===== src/rtl/u2l_pkg.sv =====
// ---------------------------------------------------------------------------
// u2l_pkg
// Types and constants shared by the UTF-8 to Latin-1 decoder modules.
// ---------------------------------------------------------------------------
package u2l_pkg;

    localparam int FIFO_DEPTH = 4;

    localparam logic [7:0] CH_QMARK = 8'h3F;
    localparam logic [7:0] CH_CR    = 8'h0D;
    localparam logic [7:0] CH_LF    = 8'h0A;

    typedef struct packed {
        logic [7:0] in_byte;
        logic       stream_end;
    } t_in;

    typedef struct packed {
        logic [7:0] out_byte;
        logic       run_last;
    } t_out;

    // Results caused by one input byte: one or two output bytes.
    typedef struct packed {
        logic       two;
        logic [7:0] first;
        logic [7:0] second;
    } t_grp;

    typedef struct packed {
        logic valid;
        t_grp grp;
    } t_head;

endpackage


===== src/rtl/u2l_front.sv =====
// ---------------------------------------------------------------------------
// u2l_front
// Decodes one byte per cycle while accepted, folds CR/LF and forms the group of results.
// ---------------------------------------------------------------------------
module u2l_front (
    input  logic           i_clk,
    input  logic           i_rst_n,
    input  logic           i_accept,
    input  u2l_pkg::t_in   i_data,
    output logic           o_push,
    output u2l_pkg::t_grp  o_grp
);

    logic [7:0]  r_lead, n_lead;
    logic [20:0] r_part, n_part;
    logic [1:0]  r_seen, n_seen;
    logic        r_cr, n_cr;

    logic        pre_v;
    logic [7:0]  pre_b;
    logic        dec_en;
    logic        dec_v;
    logic [7:0]  dec_b;
    logic        emit;
    logic [20:0] code;
    logic [20:0] new_part;
    logic [2:0]  seen;
    logic [2:0]  need;
    logic [4:0]  mask;
    logic        fq_v;
    logic        fcr_v;
    logic [1:0]  cnt;
    logic [7:0]  b0, b1;
    logic [7:0]  b;

    assign b = i_data.in_byte;

    always_comb begin
        n_lead   = r_lead;
        n_part   = r_part;
        n_seen   = r_seen;
        n_cr     = 1'b0;
        pre_v    = r_cr;
        pre_b    = (b == u2l_pkg::CH_LF) ? u2l_pkg::CH_LF : u2l_pkg::CH_CR;
        dec_en   = !(r_cr && (b == u2l_pkg::CH_LF));
        dec_v    = 1'b0;
        dec_b    = u2l_pkg::CH_QMARK;
        emit     = 1'b0;
        code     = '0;
        mask     = 5'h1F;
        seen     = {1'b0, r_seen} + 3'd1;
        need     = r_lead[5] ? (r_lead[4] ? 3'd4 : 3'd3) : 3'd2;
        new_part = {r_part[14:0], b[5:0]};
        if (dec_en) begin
            if (r_seen == 2'd0) begin
                if (!b[7]) begin
                    code = {13'd0, b};
                    emit = 1'b1;
                end else if (!b[6]) begin
                    dec_v = 1'b1;
                end else begin
                    mask   = b[5] ? (b[4] ? 5'h07 : 5'h0F) : 5'h1F;
                    n_lead = b;
                    n_part = {16'd0, b[4:0] & mask};
                    n_seen = 2'd1;
                end
            end else if (b[7:6] != 2'b10) begin
                dec_v  = 1'b1;
                n_seen = 2'd0;
            end else begin
                n_part = new_part;
                if (r_lead[4] && r_lead[3] && (seen == 3'd3)) begin
                    dec_v  = 1'b1;
                    n_seen = 2'd0;
                end else if (seen >= need) begin
                    n_seen = 2'd0;
                    code   = new_part;
                    emit   = 1'b1;
                end else begin
                    n_seen = seen[1:0];
                end
            end
            if (emit) begin
                if (code > 21'd255) begin
                    dec_v = 1'b1;
                end else if (code[7:0] == u2l_pkg::CH_CR) begin
                    n_cr = 1'b1;
                end else begin
                    dec_v = 1'b1;
                    dec_b = code[7:0];
                end
            end
        end
        fq_v  = i_data.stream_end && (n_seen != 2'd0);
        fcr_v = i_data.stream_end && n_cr;
        if (i_data.stream_end) begin
            n_seen = 2'd0;
            n_cr   = 1'b0;
        end

        cnt = 2'd0;
        b0  = u2l_pkg::CH_QMARK;
        b1  = u2l_pkg::CH_QMARK;
        if (pre_v) begin
            b0  = pre_b;
            cnt = 2'd1;
        end
        if (dec_v) begin
            if (cnt == 2'd0) begin
                b0 = dec_b;
            end else begin
                b1 = dec_b;
            end
            cnt = cnt + 2'd1;
        end
        if (fq_v) begin
            if (cnt == 2'd0) begin
                b0 = u2l_pkg::CH_QMARK;
            end else begin
                b1 = u2l_pkg::CH_QMARK;
            end
            cnt = cnt + 2'd1;
        end
        if (fcr_v) begin
            if (cnt == 2'd0) begin
                b0 = u2l_pkg::CH_CR;
            end else begin
                b1 = u2l_pkg::CH_CR;
            end
            cnt = cnt + 2'd1;
        end
    end

    assign o_push       = i_accept && (cnt != 2'd0);
    assign o_grp.two    = (cnt == 2'd2);
    assign o_grp.first  = b0;
    assign o_grp.second = b1;

    always_ff @(posedge i_clk) begin
        if (!i_rst_n) begin
            r_lead <= '0;
            r_part <= '0;
            r_seen <= '0;
            r_cr   <= 1'b0;
        end else if (i_accept) begin
            r_lead <= n_lead;
            r_part <= n_part;
            r_seen <= n_seen;
            r_cr   <= n_cr;
        end
    end

endmodule


===== src/rtl/u2l_fifo.sv =====
// ---------------------------------------------------------------------------
// u2l_fifo
// Short queue of result groups between the decoder and the output side.
// ---------------------------------------------------------------------------
module u2l_fifo #(
    parameter int DEPTH = u2l_pkg::FIFO_DEPTH
) (
    input  logic           i_clk,
    input  logic           i_rst_n,
    input  logic           i_push,
    input  u2l_pkg::t_grp  i_grp,
    input  logic           i_deq,
    output logic           o_full,
    output u2l_pkg::t_head o_head
);

    localparam int PW = (DEPTH > 1) ? $clog2(DEPTH) : 1;
    localparam int CW = $clog2(DEPTH + 1);

    u2l_pkg::t_grp r_mem [DEPTH];
    logic [PW-1:0] r_wr, n_wr;
    logic [PW-1:0] r_rd, n_rd;
    logic [CW-1:0] r_cnt, n_cnt;
    logic          wr_en;
    logic          rd_en;

    assign o_full      = (r_cnt == CW'(DEPTH));
    assign o_head.valid = (r_cnt != '0);
    assign o_head.grp   = r_mem[r_rd];
    assign wr_en       = i_push && !o_full;
    assign rd_en       = i_deq && o_head.valid;

    always_comb begin
        n_wr  = r_wr;
        n_rd  = r_rd;
        n_cnt = r_cnt;
        if (wr_en) begin
            n_wr = (r_wr == PW'(DEPTH - 1)) ? '0 : r_wr + PW'(1);
        end
        if (rd_en) begin
            n_rd = (r_rd == PW'(DEPTH - 1)) ? '0 : r_rd + PW'(1);
        end
        if (wr_en && !rd_en) begin
            n_cnt = r_cnt + CW'(1);
        end else if (rd_en && !wr_en) begin
            n_cnt = r_cnt - CW'(1);
        end
    end

    always_ff @(posedge i_clk) begin
        if (wr_en) begin
            r_mem[r_wr] <= i_grp;
        end
    end

    always_ff @(posedge i_clk) begin
        if (!i_rst_n) begin
            r_wr  <= '0;
            r_rd  <= '0;
            r_cnt <= '0;
        end else begin
            r_wr  <= n_wr;
            r_rd  <= n_rd;
            r_cnt <= n_cnt;
        end
    end

endmodule


===== src/rtl/u2l_back.sv =====
// ---------------------------------------------------------------------------
// u2l_back
// Hands the queued result groups out one byte per transaction.
// ---------------------------------------------------------------------------
module u2l_back (
    input  logic           i_clk,
    input  logic           i_rst_n,
    input  u2l_pkg::t_head i_head,
    input  logic           i_pop,
    output logic           o_deq,
    output logic           o_empty,
    output u2l_pkg::t_out  o_data
);

    logic r_sel;
    logic take;

    assign o_empty         = !i_head.valid;
    assign take            = i_pop && i_head.valid;
    assign o_deq           = take && (!i_head.grp.two || r_sel);
    assign o_data.out_byte = r_sel ? i_head.grp.second : i_head.grp.first;
    assign o_data.run_last = !i_head.grp.two || r_sel;

    always_ff @(posedge i_clk) begin
        if (!i_rst_n) begin
            r_sel <= 1'b0;
        end else if (take) begin
            r_sel <= !o_deq;
        end
    end

endmodule


===== src/rtl/utf8_to_latin1_crlf_fold.sv =====
// Each input byte is taken when push is high and full low, and is decoded in
// the same cycle by a decoder that holds the open sequence and any held CR; it
// yields zero, one or two output bytes, which wait in a queue of FIFO_DEPTH
// groups. The output side delivers one byte per cycle while popped, so a byte
// with two results takes two pops; full rises only when the queue has filled.
// ---------------------------------------------------------------------------
// utf8_to_latin1_crlf_fold
// UTF-8 to Latin-1 byte stream decoder with CR/LF folding.
// ---------------------------------------------------------------------------
module utf8_to_latin1_crlf_fold #(
    parameter int FIFO_DEPTH = u2l_pkg::FIFO_DEPTH
) (
    input  logic          i_clk,
    input  logic          i_rst_n,
    input  logic          push,
    output logic          full,
    input  u2l_pkg::t_in  i_data,
    output logic          empty,
    input  logic          pop,
    output u2l_pkg::t_out o_data
);

    logic           accept;
    logic           q_push;
    logic           q_deq;
    u2l_pkg::t_grp  grp;
    u2l_pkg::t_head head;

    assign accept = push && !full;

    u2l_front u_front (
        .i_clk    (i_clk),
        .i_rst_n  (i_rst_n),
        .i_accept (accept),
        .i_data   (i_data),
        .o_push   (q_push),
        .o_grp    (grp)
    );

    u2l_fifo #(
        .DEPTH (FIFO_DEPTH)
    ) u_fifo (
        .i_clk   (i_clk),
        .i_rst_n (i_rst_n),
        .i_push  (q_push),
        .i_grp   (grp),
        .i_deq   (q_deq),
        .o_full  (full),
        .o_head  (head)
    );

    u2l_back u_back (
        .i_clk   (i_clk),
        .i_rst_n (i_rst_n),
        .i_head  (head),
        .i_pop   (pop),
        .o_deq   (q_deq),
        .o_empty (empty),
        .o_data  (o_data)
    );

endmodule


===== config.mk =====
export PLATFORM = sky130hd
export DESIGN_NAME = utf8_to_latin1_crlf_fold
export DESIGN_NICKNAME = d
export VERILOG_FILES = /design/src/rtl/u2l_pkg.sv /design/src/rtl/u2l_front.sv /design/src/rtl/u2l_fifo.sv /design/src/rtl/u2l_back.sv /design/src/rtl/utf8_to_latin1_crlf_fold.sv
export SDC_FILE = /design/constraint.sdc
export NUM_CORES = 1
export LEC_CHECK = 0
export ABC_AREA = 1
export BUFFER_PORTS_ARGS = -buffer_cell sky130_fd_sc_hd__buf_2
export CAP_MARGIN = 20
export CORE_MARGIN = 5
export CORE_UTILIZATION = 40
export CTS_CLUSTER_SIZE = 24
export DETAILED_ROUTE_END_ITERATION = 7
export SYNTH_ARGS = -nofsm -noshare
export SYNTH_HDL_FRONTEND = slang
export SYNTH_SLANG_ARGS = --single-unit

===== constraint.sdc =====
create_clock -name i_clk -period 7.83 [get_ports i_clk]
set_input_delay 0.783 -clock i_clk [delete_from_list [all_inputs] [get_ports i_clk]]
set_output_delay 0.783 -clock i_clk [all_outputs]
set_load 0.03 [all_outputs]

# After elaboration in Yosys (flattened, before gate mapping)
# Memory sizes are Yosys's and may differ from the RTL's. A register that Yosys moved wholly into a read port is not among the register bits.
# Cells that the tools add are included.
totals:
  ram_bits: 68
  mem_count: 1
  in_bits: 13
  reg_bits: 32
  out_inout_bits: 11
  wordCells: 135
mem_list:
  columns: ["name", "words", "width", "read_ports", "rd_clocked_by_memory_dff", "write_ports", "line", "text"]
  rows:
  - ["u_fifo.r_mem", 4, 17, 1, 1, 1, "u2l_fifo.sv:20", "u2l_pkg::t_grp r_mem [DEPTH];"]
classes:
  n_bitwise: 2
  order_cmp: 2
  reduce_logical: 30
  n_eq_ne: 11
  addsub: 8
  mux: 73
ops:
  columns: ["cell", "n"]
  rows:
  - ["8-bit 2-to-1 mux", 18]
  - ["21-bit 2-to-1 mux", 5]
  - ["15-bit 2-to-1 mux", 4]
  - ["2-bit 2-to-1 mux", 15]
  - ["1-bit 2-to-1 mux", 23]
  - ["21-bit by 8-bit greater-than comparator with 1-bit output (second input constant)", 1]
  - ["8-bit by 4-bit equality test with 1-bit output (second input constant)", 2]
  - ["3-bit 2-to-1 mux", 5]
  - ["1-bit logical AND", 13]
  - ["5-bit AND reduction", 2]
  - ["2-bit by 1-bit adder with 2-bit output (second input constant)", 4]
  - ["2-bit zero test", 4]
  - ["7-bit 2-to-1 mux", 1]
  - ["2-bit equality test (second input constant)", 3]
  - ["1-bit zero test", 6]
  - ["2-bit inequality test (second input constant)", 3]
  - ["2-bit nonzero test", 3]
  - ["5-bit bitwise AND", 1]
  - ["5-bit 2-to-1 mux", 1]
  - ["4-bit 2-to-1 mux", 1]
  - ["2-bit by 1-bit adder with 3-bit output (second input constant)", 1]
  - ["3-bit by 1-bit adder with 3-bit output (second input constant)", 1]
  - ["3-bit by 2-bit equality test with 1-bit output (second input constant)", 1]
  - ["3-bit equality test (second input constant)", 1]
  - ["other kinds (7)", 7]

# Longest topological paths before layout
# Gate-level depths: netlist of the first run.
depth:
  word_depth: 25
  depth_mapped: 29
  depth_no_buf: 29

# Modules after synthesis
# A second synthesis of the first run with hierarchy kept.
hier_totals:
  cells_unflattened: 526
  area_unflattened_um2: 4904.7
by_module_without_submodules:
  columns: ["mod", "n_inst", "cells_each", "area_each_um2", "seq_area_each_um2"]
  rows:
  - ["u2l_fifo", 1, 235, 3080.5, 2222.1]
  - ["u2l_front", 1, 254, 1647.8, 420.4]
  - ["u2l_back", 1, 35, 166.4, 20.0]
  - ["utf8_to_latin1_crlf_fold", 1, 2, 10.0, 0.0]

# Worst setup path after synthesis of the first run
# Ideal clock, no wire load.
synth_path:
  kind: "register to register"
  from: "register u_front.r_seen[0]"
  to: "memory u_fifo.r_mem[0][0] (netlist name) (enable)"
  n_path_buf: 0
  period_less_slack_ns: 3.968
  setup_slack_ns: 3.862
  required_ns: 7.439
  stages_incl_launch_ff: 20
  arrival_ns: 3.577
  setup_ns: 0.391
  cell_sequence: "dfxtp_1 > inv_1 > ha_1 > ha_1 > nand2_1 > o21ai_2 > nand2_1 > o21ai_4 > inv_2 > a21oi_1 > nor2_1 > nor2_1 > ha_1 > nand3_1 > nand2_1 > ha_1 > nand2_1 > nand3_2 > nand2_4 > nor2_1"
synth_between:
  elab_chain_len: 22
  elab_cells_between_ends: 48
  classes_between: "3 x add/sub; 2 x order compare; 2 x eq/ne; 33 x mux; 8 x reduce/logical"
synth_rtl:
  columns: ["item", "line", "text"]
  rows:
  - ["from (decl)", "u2l_front.sv:16", "logic [1:0] r_seen, n_seen;"]
  - ["from (signal assigned)", "u2l_front.sv:148", "r_seen <= n_seen;"]
  - ["branches (longest 16 deep; another with 21-bit by 8-bit greater-than comparator with 1-bit output)", null, null]
  - ["2-bit 2-to-1 mux (*)", "u2l_front.sv:124", "if (fcr_v) begin"]
  - ["2-bit nonzero test (*)", "u2l_front.sv:134", "assign o_push = i_accept && (cnt != 2'd0);"]
  - ["1-bit logical AND (*)", "u2l_front.sv:134", null]
  - ["1-bit logical AND (*)", "u2l_fifo.sv:30", "assign wr_en = i_push && !o_full;"]
  - ["1-bit 2-to-1 mux (*)", "u2l_fifo.sv:51", "if (wr_en) begin"]
  - ["1-bit 2-to-1 mux (implied by the code) (*)", "u2l_fifo.sv:52", "r_mem[r_wr] <= i_grp;"]
  - ["to (decl)", "u2l_fifo.sv:20", null]
# Mark *: on every way between the ends. The select of a mux whose other input is x is not followed.

# Worst setup path in the final report of the first run
layout_path:
  from: "register u_front.r_seen[0]"
  to: "register u_fifo.r_cnt[2]"
layout_between:
  elab_chain_len: 23
  elab_cells_between_ends: 51
  classes_between: "3 x add/sub; 2 x order compare; 2 x eq/ne; 32 x mux; 12 x reduce/logical"
layout_rtl:
  columns: ["item", "line", "text"]
  rows:
  - ["branches (longest 16 deep; another with 21-bit by 8-bit greater-than comparator with 1-bit output)", null, null]
  - ["2-bit 2-to-1 mux (*)", "u2l_front.sv:124", null]
  - ["2-bit nonzero test (*)", "u2l_front.sv:134", null]
  - ["1-bit logical AND (*)", "u2l_front.sv:134", null]
  - ["1-bit logical AND (*)", "u2l_fifo.sv:30", null]
  - ["named net u_fifo.wr_en", "u2l_fifo.sv:24", "logic wr_en;"]
  - ["1-bit zero test", "u2l_fifo.sv:45", "end else if (rd_en && !wr_en) begin"]
  - ["1-bit logical AND", "u2l_fifo.sv:45", null]
  - ["2-bit nonzero test (no source line)", null, null]
  - ["to (signal assigned)", "u2l_fifo.sv:64", "r_cnt <= n_cnt;"]
  - ["to (decl)", "u2l_fifo.sv:23", "logic [CW-1:0] r_cnt, n_cnt;"]
# Mark *: on every way through the listed nets, which the timed path passes. The select of a mux whose other input is x is not followed.
# A chain may end at the register's enable or synchronous reset.

==> results.yml, run 1 <==
outcome:
  status: "completed"
clock_network:
  cts_resized: 0
  clock_latency_ns: 0.35
  cts.sinks: 99
  root_buffer: "clkbuf_16"
  numCtsBuffers: 9
  ctsHoldBuffers: 0
  path_clk_slew_ns: 0.07
  cts_tree: "built"
  cts_max_path_buffers: 2
  cts_htree_levels: 3
  post_cts_buffers: 0
synth:
  ys_warn_count: 0
  synth_cell_types: 36
  netlist_instances: 505
  synthesis.nets: 534
  synth_top_area_share: 0.431
  synthTopCellsByArea: "edfxtp_1 (43%), dfxtp_1 (13%), nor2_1 (7.9%)"
  synth_area_um2: 4740
  yosys.area.top_type: "edfxtp_1"
  synthFlopType: "edfxtp_1"
  synth-edff-count: 68
  avgSynthCellArea_um2: 9.39
  async_flop_share: 0
  ys_seq_elements: 99
  yosysSeqAreaShare: 0.562
place:
  finalWeightedCongestion: 0.846
  port_buffers: 23
  place_ws_ns: 3.59
  dpl.hpwl_um: 6550
grt:
  grt_max_degree: 36
  grt-ovfl-total: 0
  grt_antenna_before_repair: 0
  grt_pass1_wl_um: 16600
  grt_pass1_vias: 3420
  grtUsageTotal: 0.146
floorplanning:
  core_area_um2: 11500
  die-area_um2: 14100
  rows: 39
  ios: 24
  start_util: 0.412
  die_w_um: 119
  die_y_um: 119
sta:
  fin_ws_ns: 3.60
  slew_violations: 0
  fin_crit_ns: 4.23
  tightest_slew_ns: 0.928
  relSlewSlack: 0.381
  min_period_over_period: 0.541
  skew_ns: 0.0117
  clock.fmax_ghz: 0.236
  rsz0062_at_grt: "false"
  finalSetupTns_ns: 0
  finalHoldViolations: 0
  finalSetupViolations: 0
routing:
  ant_nets: 0
  num_vias: 3456
  via_per_inst: 5.14
  drt-total-wl_um: 9820
  post-route-drc-count: 0
  drt_first_pass_iters: 4
  wl_per_cell_um: 14.6
  drt_iter0_drc: 235
finish:
  num-nets-final: 554
  syn_to_final_growth_pct: 12.2
  drive_above_1_share: 0.157
  diodes: 0
  fin_util: 0.462
  num-fill-cells: 1092
worst_setup_path:
  cp-end-kind: "register"
  path_max_fanout: 7
  required_ns: 8.12
  cp.arrival_ns: 4.52
  path_class: "register to register"
  start_kind: "register"
pwr:
  powerDensity_nw_per_um2: 295
  peakVddDrop_mv: 0.130
  leakage_nw: 2.02
job:
  cap_violations: 0
min_path:
  hp-class: "register to register"
-- path summary, 6_finish.rpt --
check             slack (ns)                            from                        endpoint  cells past startpoint
hold / removal          0.46  u_front.r_part[1]$_SDFFE_PN0P_  u_front.r_part[1]$_SDFFE_PN0P_                      2
hold reg to reg         0.46  u_front.r_part[1]$_SDFFE_PN0P_  u_front.r_part[1]$_SDFFE_PN0P_                      2
setup reg to reg        3.60  u_front.r_seen[0]$_SDFFE_PN0P_    u_fifo.r_cnt[2]$_SDFFE_PN0P_                     27
setup / recovery        3.60  u_front.r_seen[0]$_SDFFE_PN0P_    u_fifo.r_cnt[2]$_SDFFE_PN0P_                     27
-- cell usage after synthesis, types with 7 or more instances --
master,count
nand2_1,39
a21oi_1,31
clkbuf_1,17
inv_1,49
inv_2,13
nand3_1,20
o22ai_1,9
nand2_2,7
a31oi_1,9
nor2_1,100
o21ai_0,51
dfxtp_1,31
ha_1,15
a211oi_1,8
edfxtp_1,68
-- logic make-up after synthesis --
logic type               share of synthesized area
adder cells (fa/ha/maj)                     0.0438
AO/OA/AOI/OAI                                0.139
flip-flops                                   0.562
AND/OR/NAND/NOR                              0.188
buffers and inverters                       0.0678
-- layout make-up --
cell class | instances | area [um^2] | share of cell area
clock inverters | 5 | 48.8 | 0.00917
well taps | 143 | 179 | 0.0336
flip-flops and latches | 99 | 2660 | 0.501
inverters | 63 | 236 | 0.0445
clock buffers | 11 | 275 | 0.0518
repair buffers | 29 | 160 | 0.0301
multi-input cells | 323 | 1760 | 0.330
-- layer usage --
metal  GRT usage  part of all wire  up-vias
met4      0.0348             0.011        0
met3      0.0360             0.039       12
met2       0.245              0.48       50
met5           0                 0        -
li1            -                 -     1756
met1       0.190              0.47     1638
-- worst max-delay path: stages, from the launching register on --
cell and delay [ns]:
dfxtp_1 0.38, inv_1 0.10, ha_1 0.32, ha_1 0.28, nand2_1 0.06, o21ai_2 0.22
nand2_1 0.14, o21ai_4 0.21, inv_2 0.07, a21oi_1 0.11, nor2_1 0.06, nor2_1 0.14
ha_1 0.27, nand3_1 0.11, nand2_1 0.06, ha_1 0.27, nand2_1 0.07, nand3_2 0.11
nand2_4 0.08, inv_2 0.09, ha_1 0.14, inv_1 0.07, fa_1 0.38, nor2_1 0.11
nor2_1 0.04, nand2_1 0.07, o21ai_0 0.08, a21oi_1 0.13
-- cells in the final DEF, fill, tap and decap left out, drive strengths merged, types with 6 or more instances in the layout --
master  netlist  layout
clkbuf       17      11
inv          62      65
a211oi        8       8
a21oi        32      32
nand3        24      24
nor2        108     108
edfxtp       68      68
a31oi         9       9
dfxtp        31      31
o22ai         9       9
buf           3      29
nand4         6       6
ha           15      15
o21ai        56      56
nand2        48      48
-- power breakdown --
part           switching (mW)  internal [mW]
clock                   0.202          0.260
sequential             0.0306          0.610
combinational           0.332          0.136
-- through the flow --
| stage | power, mW | cell area, um^2 | hold WS (ns) | std cells |
|---|---|---|---|---|
| CTS | 1.59 | 5320 | 0.455 | 673 |
| floorplan | 0.998 | 4740 | 0.424 | 505 |
| global placement | 1.12 | 4990 | 0.438 | 657 |
| global route | 1.67 | 5320 | 0.483 | 673 |
| finish | 1.57 | 5320 | 0.457 | 673 |
| detailed placement | 1.13 | 4990 | 0.443 | 657 |
-- registers in the layout (all words and copies together) (netlist names), named ones only --
| register | cells |
|---|---|
| u_fifo.r_cnt | 3 |
| u_front.r_seen | 2 |
| u_front.pre_v | 1 |
| u_fifo.r_wr | 2 |
| u_fifo.r_mem | 68 |
| u_front.r_lead | 3 |
| u_back.r_sel | 1 |
| u_front.r_part | 15 |
| u_fifo.r_rd | 2 |
(Power assumes the default switching activity.)
==> inputs of run 2 (changes only) <==
==> constraint.sdc (replaced) <==
create_clock -name i_clk -period 4.1 [get_ports i_clk]
set_input_delay 0.41 -clock i_clk [delete_from_list [all_inputs] [get_ports i_clk]]
set_output_delay 0.41 -clock i_clk [all_outputs]
set_load 0.03 [all_outputs]
==> results.yml, run 2 (synthesis results as in run 1) <==
outcome:
  status: "completed"
clock_network:
  cts_max_path_buffers: 2
  path_clk_slew_ns: 0.07
  cts_tree: "built"
  cts.sinks: 99
  numCtsBuffers: 9
  cts_htree_levels: 3
  root_buffer: "clkbuf_16"
  clock_latency_ns: 0.34
worst_setup_path:
  path_class: "register to register"
  r2r_start: "u_front.r_seen[0]$_SDFFE_PN0P_"
  worst_r2r_endpoint: "u_fifo.r_cnt[2]$_SDFFE_PN0P_"
  cp-end-kind: "register"
  r2r_cells: 27
  cp.arrival_ns: 4.16
  required_ns: 4.38
  path_max_fanout: 5
  rrSetupSlack_ns: 0.21
  start_kind: "register"
place:
  port_buffers: 23
  finalWeightedCongestion: 0.813
  dpl.hpwl_um: 6780
finish:
  top_regs: "u_fifo.r_mem (68), u_front.r_part (15)"
  fin_util: 0.478
  top_register: "u_fifo.r_mem"
  syn_to_final_growth_pct: 16.1
  layout_common_cells: "nor2_1 (98), edfxtp_1 (68), o21ai_0 (50), inv_1 (47), nand2_1 (36)"
  num-fill-cells: 1099
  diodes: 0
  largest_reg_flops: 68
  final_common_cell: "nor2_1"
  drive_above_1_share: 0.203
  num-nets-final: 566
grt:
  grt-ovfl-total: 0
  grtUsageTotal: 0.147
  grt_max_degree: 36
  grt_pass1_vias: 3362
  grt_antenna_before_repair: 0
  grt_pass1_wl_um: 16600
routing:
  post-route-drc-count: 0
  drt_iter0_drc: 225
  drt_first_pass_iters: 4
  ant_nets: 0
  wl_per_cell_um: 14.7
  via_per_inst: 5.08
  drt-total-wl_um: 10100
  num_vias: 3482
sta:
  min_period_over_period: 0.948
  hold_slack_ns: 0.426
  fin_crit_ns: 3.89
  skew_ns: 0.00745
  finalHoldViolations: 0
  relSlewSlack: 0.599
  tightest_slew_ns: 0.598
  clock.fmax_ghz: 0.257
  slew_violations: 0
  finalSetupViolations: 0
floorplanning:
  rows: 39
  die_y_um: 119
  die-area_um2: 14100
  die_w_um: 119
  core_area_um2: 11500
  start_util: 0.412
  ios: 24
pwr:
  peakVddDrop_mv: 0.226
  powerDensity_nw_per_um2: 547
  leakage_nw: 2.09
job:
  cap_violations: 0
min_path:
  hp-class: "input pin to register"
  holdCritStartpoint: "i_data[1]"
  hold_end: "u_front.r_part[0]$_SDFFE_PN0P_"
  hold_depth: 3
[run 2: cell types whose count changed in the layout (fill, tap and decap cells not counted), sizes merged]
cell and change:
clkbuf +1, clkinv -2, buf +12, inv +1
[run 2: final cells by class]
type	instances	area, um^2	area share
clock buffer	12	267	0.0484
clock inverter	4	37.5	0.00682
inverter	63	236	0.0430
multi-input combinational	323	1820	0.330
sequential	99	2670	0.485
tap	143	179	0.0325
timing repair buffer	41	300	0.0546
[run 2: worst max-delay path, stage by stage (launching register included)]
cell     delay, ns
dfxtp_4       0.36
inv_2         0.05
ha_4          0.25
ha_4          0.26
nand2_2       0.06
o21ai_4       0.20
nand2_2       0.10
o21ai_4       0.17
inv_2         0.06
a21oi_2       0.12
nor2_2        0.07
nor2_2        0.12
ha_1          0.28
nand3_2       0.10
nand2_1       0.06
ha_1          0.27
nand2_1       0.07
nand3_2       0.10
nand2_4       0.05
inv_2         0.08
ha_1          0.14
inv_1         0.07
fa_2          0.34
nor2_1        0.11
nor2_1        0.04
nand2_1       0.07
o21ai_0       0.07
a21oi_1       0.13
[run 2: power breakdown]
part	leakage (nW)	internal, mW	switching [mW]
clock	0.152	0.472	0.375
sequential	0.824	1.16	0.0387
combinational	1.11	0.295	0.667
total	2.09	1.93	1.08
[run 2: per-stage QoR]
step | power, mW | cells | setup WS (ns) | instance area (um^2) | TNS (ns)
final | 3.01 | 685 | 0.212 | 5500 | 0
after floorplan | 1.91 | 505 | 0.132 | 4740 | 0
after CTS | 3.04 | 683 | 0.00594 | 5440 | 0
after detailed placement | 2.19 | 666 | -0.0406 | 5110 | -0.0609
after global placement | 2.17 | 666 | 0.0958 | 5110 | 0
after global routing | 3.20 | 685 | -0.0167 | 5500 | -0.0167
[run 2: what timing repair did]
action                                  CTS  global route
gates cloned                              0             0
endpoints found under the setup margin    2             2
pin swaps                                 2             9
buffers inserted                          1             2
hold buffers                              0             0
gates resized for setup                   3            15
[run 2: metal layers]
layer	track usage	share of wire
met5	0	0
met3	0.0341	0.030
met2	0.257	0.50
met1	0.182	0.46
met4	0.0442	0.011
[run 2: worst max-delay path by stage]
stage                     slack, ns                           end  depth (start not counted)                      startpoint
final                          0.21  u_fifo.r_cnt[2]$_SDFFE_PN0P_                         27  u_front.r_seen[0]$_SDFFE_PN0P_
after global routing          -0.02  u_fifo.r_cnt[2]$_SDFFE_PN0P_                         27  u_front.r_seen[0]$_SDFFE_PN0P_
after CTS                     0.006  u_fifo.r_cnt[2]$_SDFFE_PN0P_                         27  u_front.r_seen[0]$_SDFFE_PN0P_
after detailed placement      -0.04  u_fifo.r_cnt[2]$_SDFFE_PN0P_                         26  u_front.r_seen[0]$_SDFFE_PN0P_
after global placement          0.1  u_fifo.r_cnt[2]$_SDFFE_PN0P_                         26  u_front.r_seen[0]$_SDFFE_PN0P_
after floorplan                0.13  u_fifo.r_mem[0][0]$_DFFE_PP_                         19  u_front.r_seen[0]$_SDFFE_PN0P_
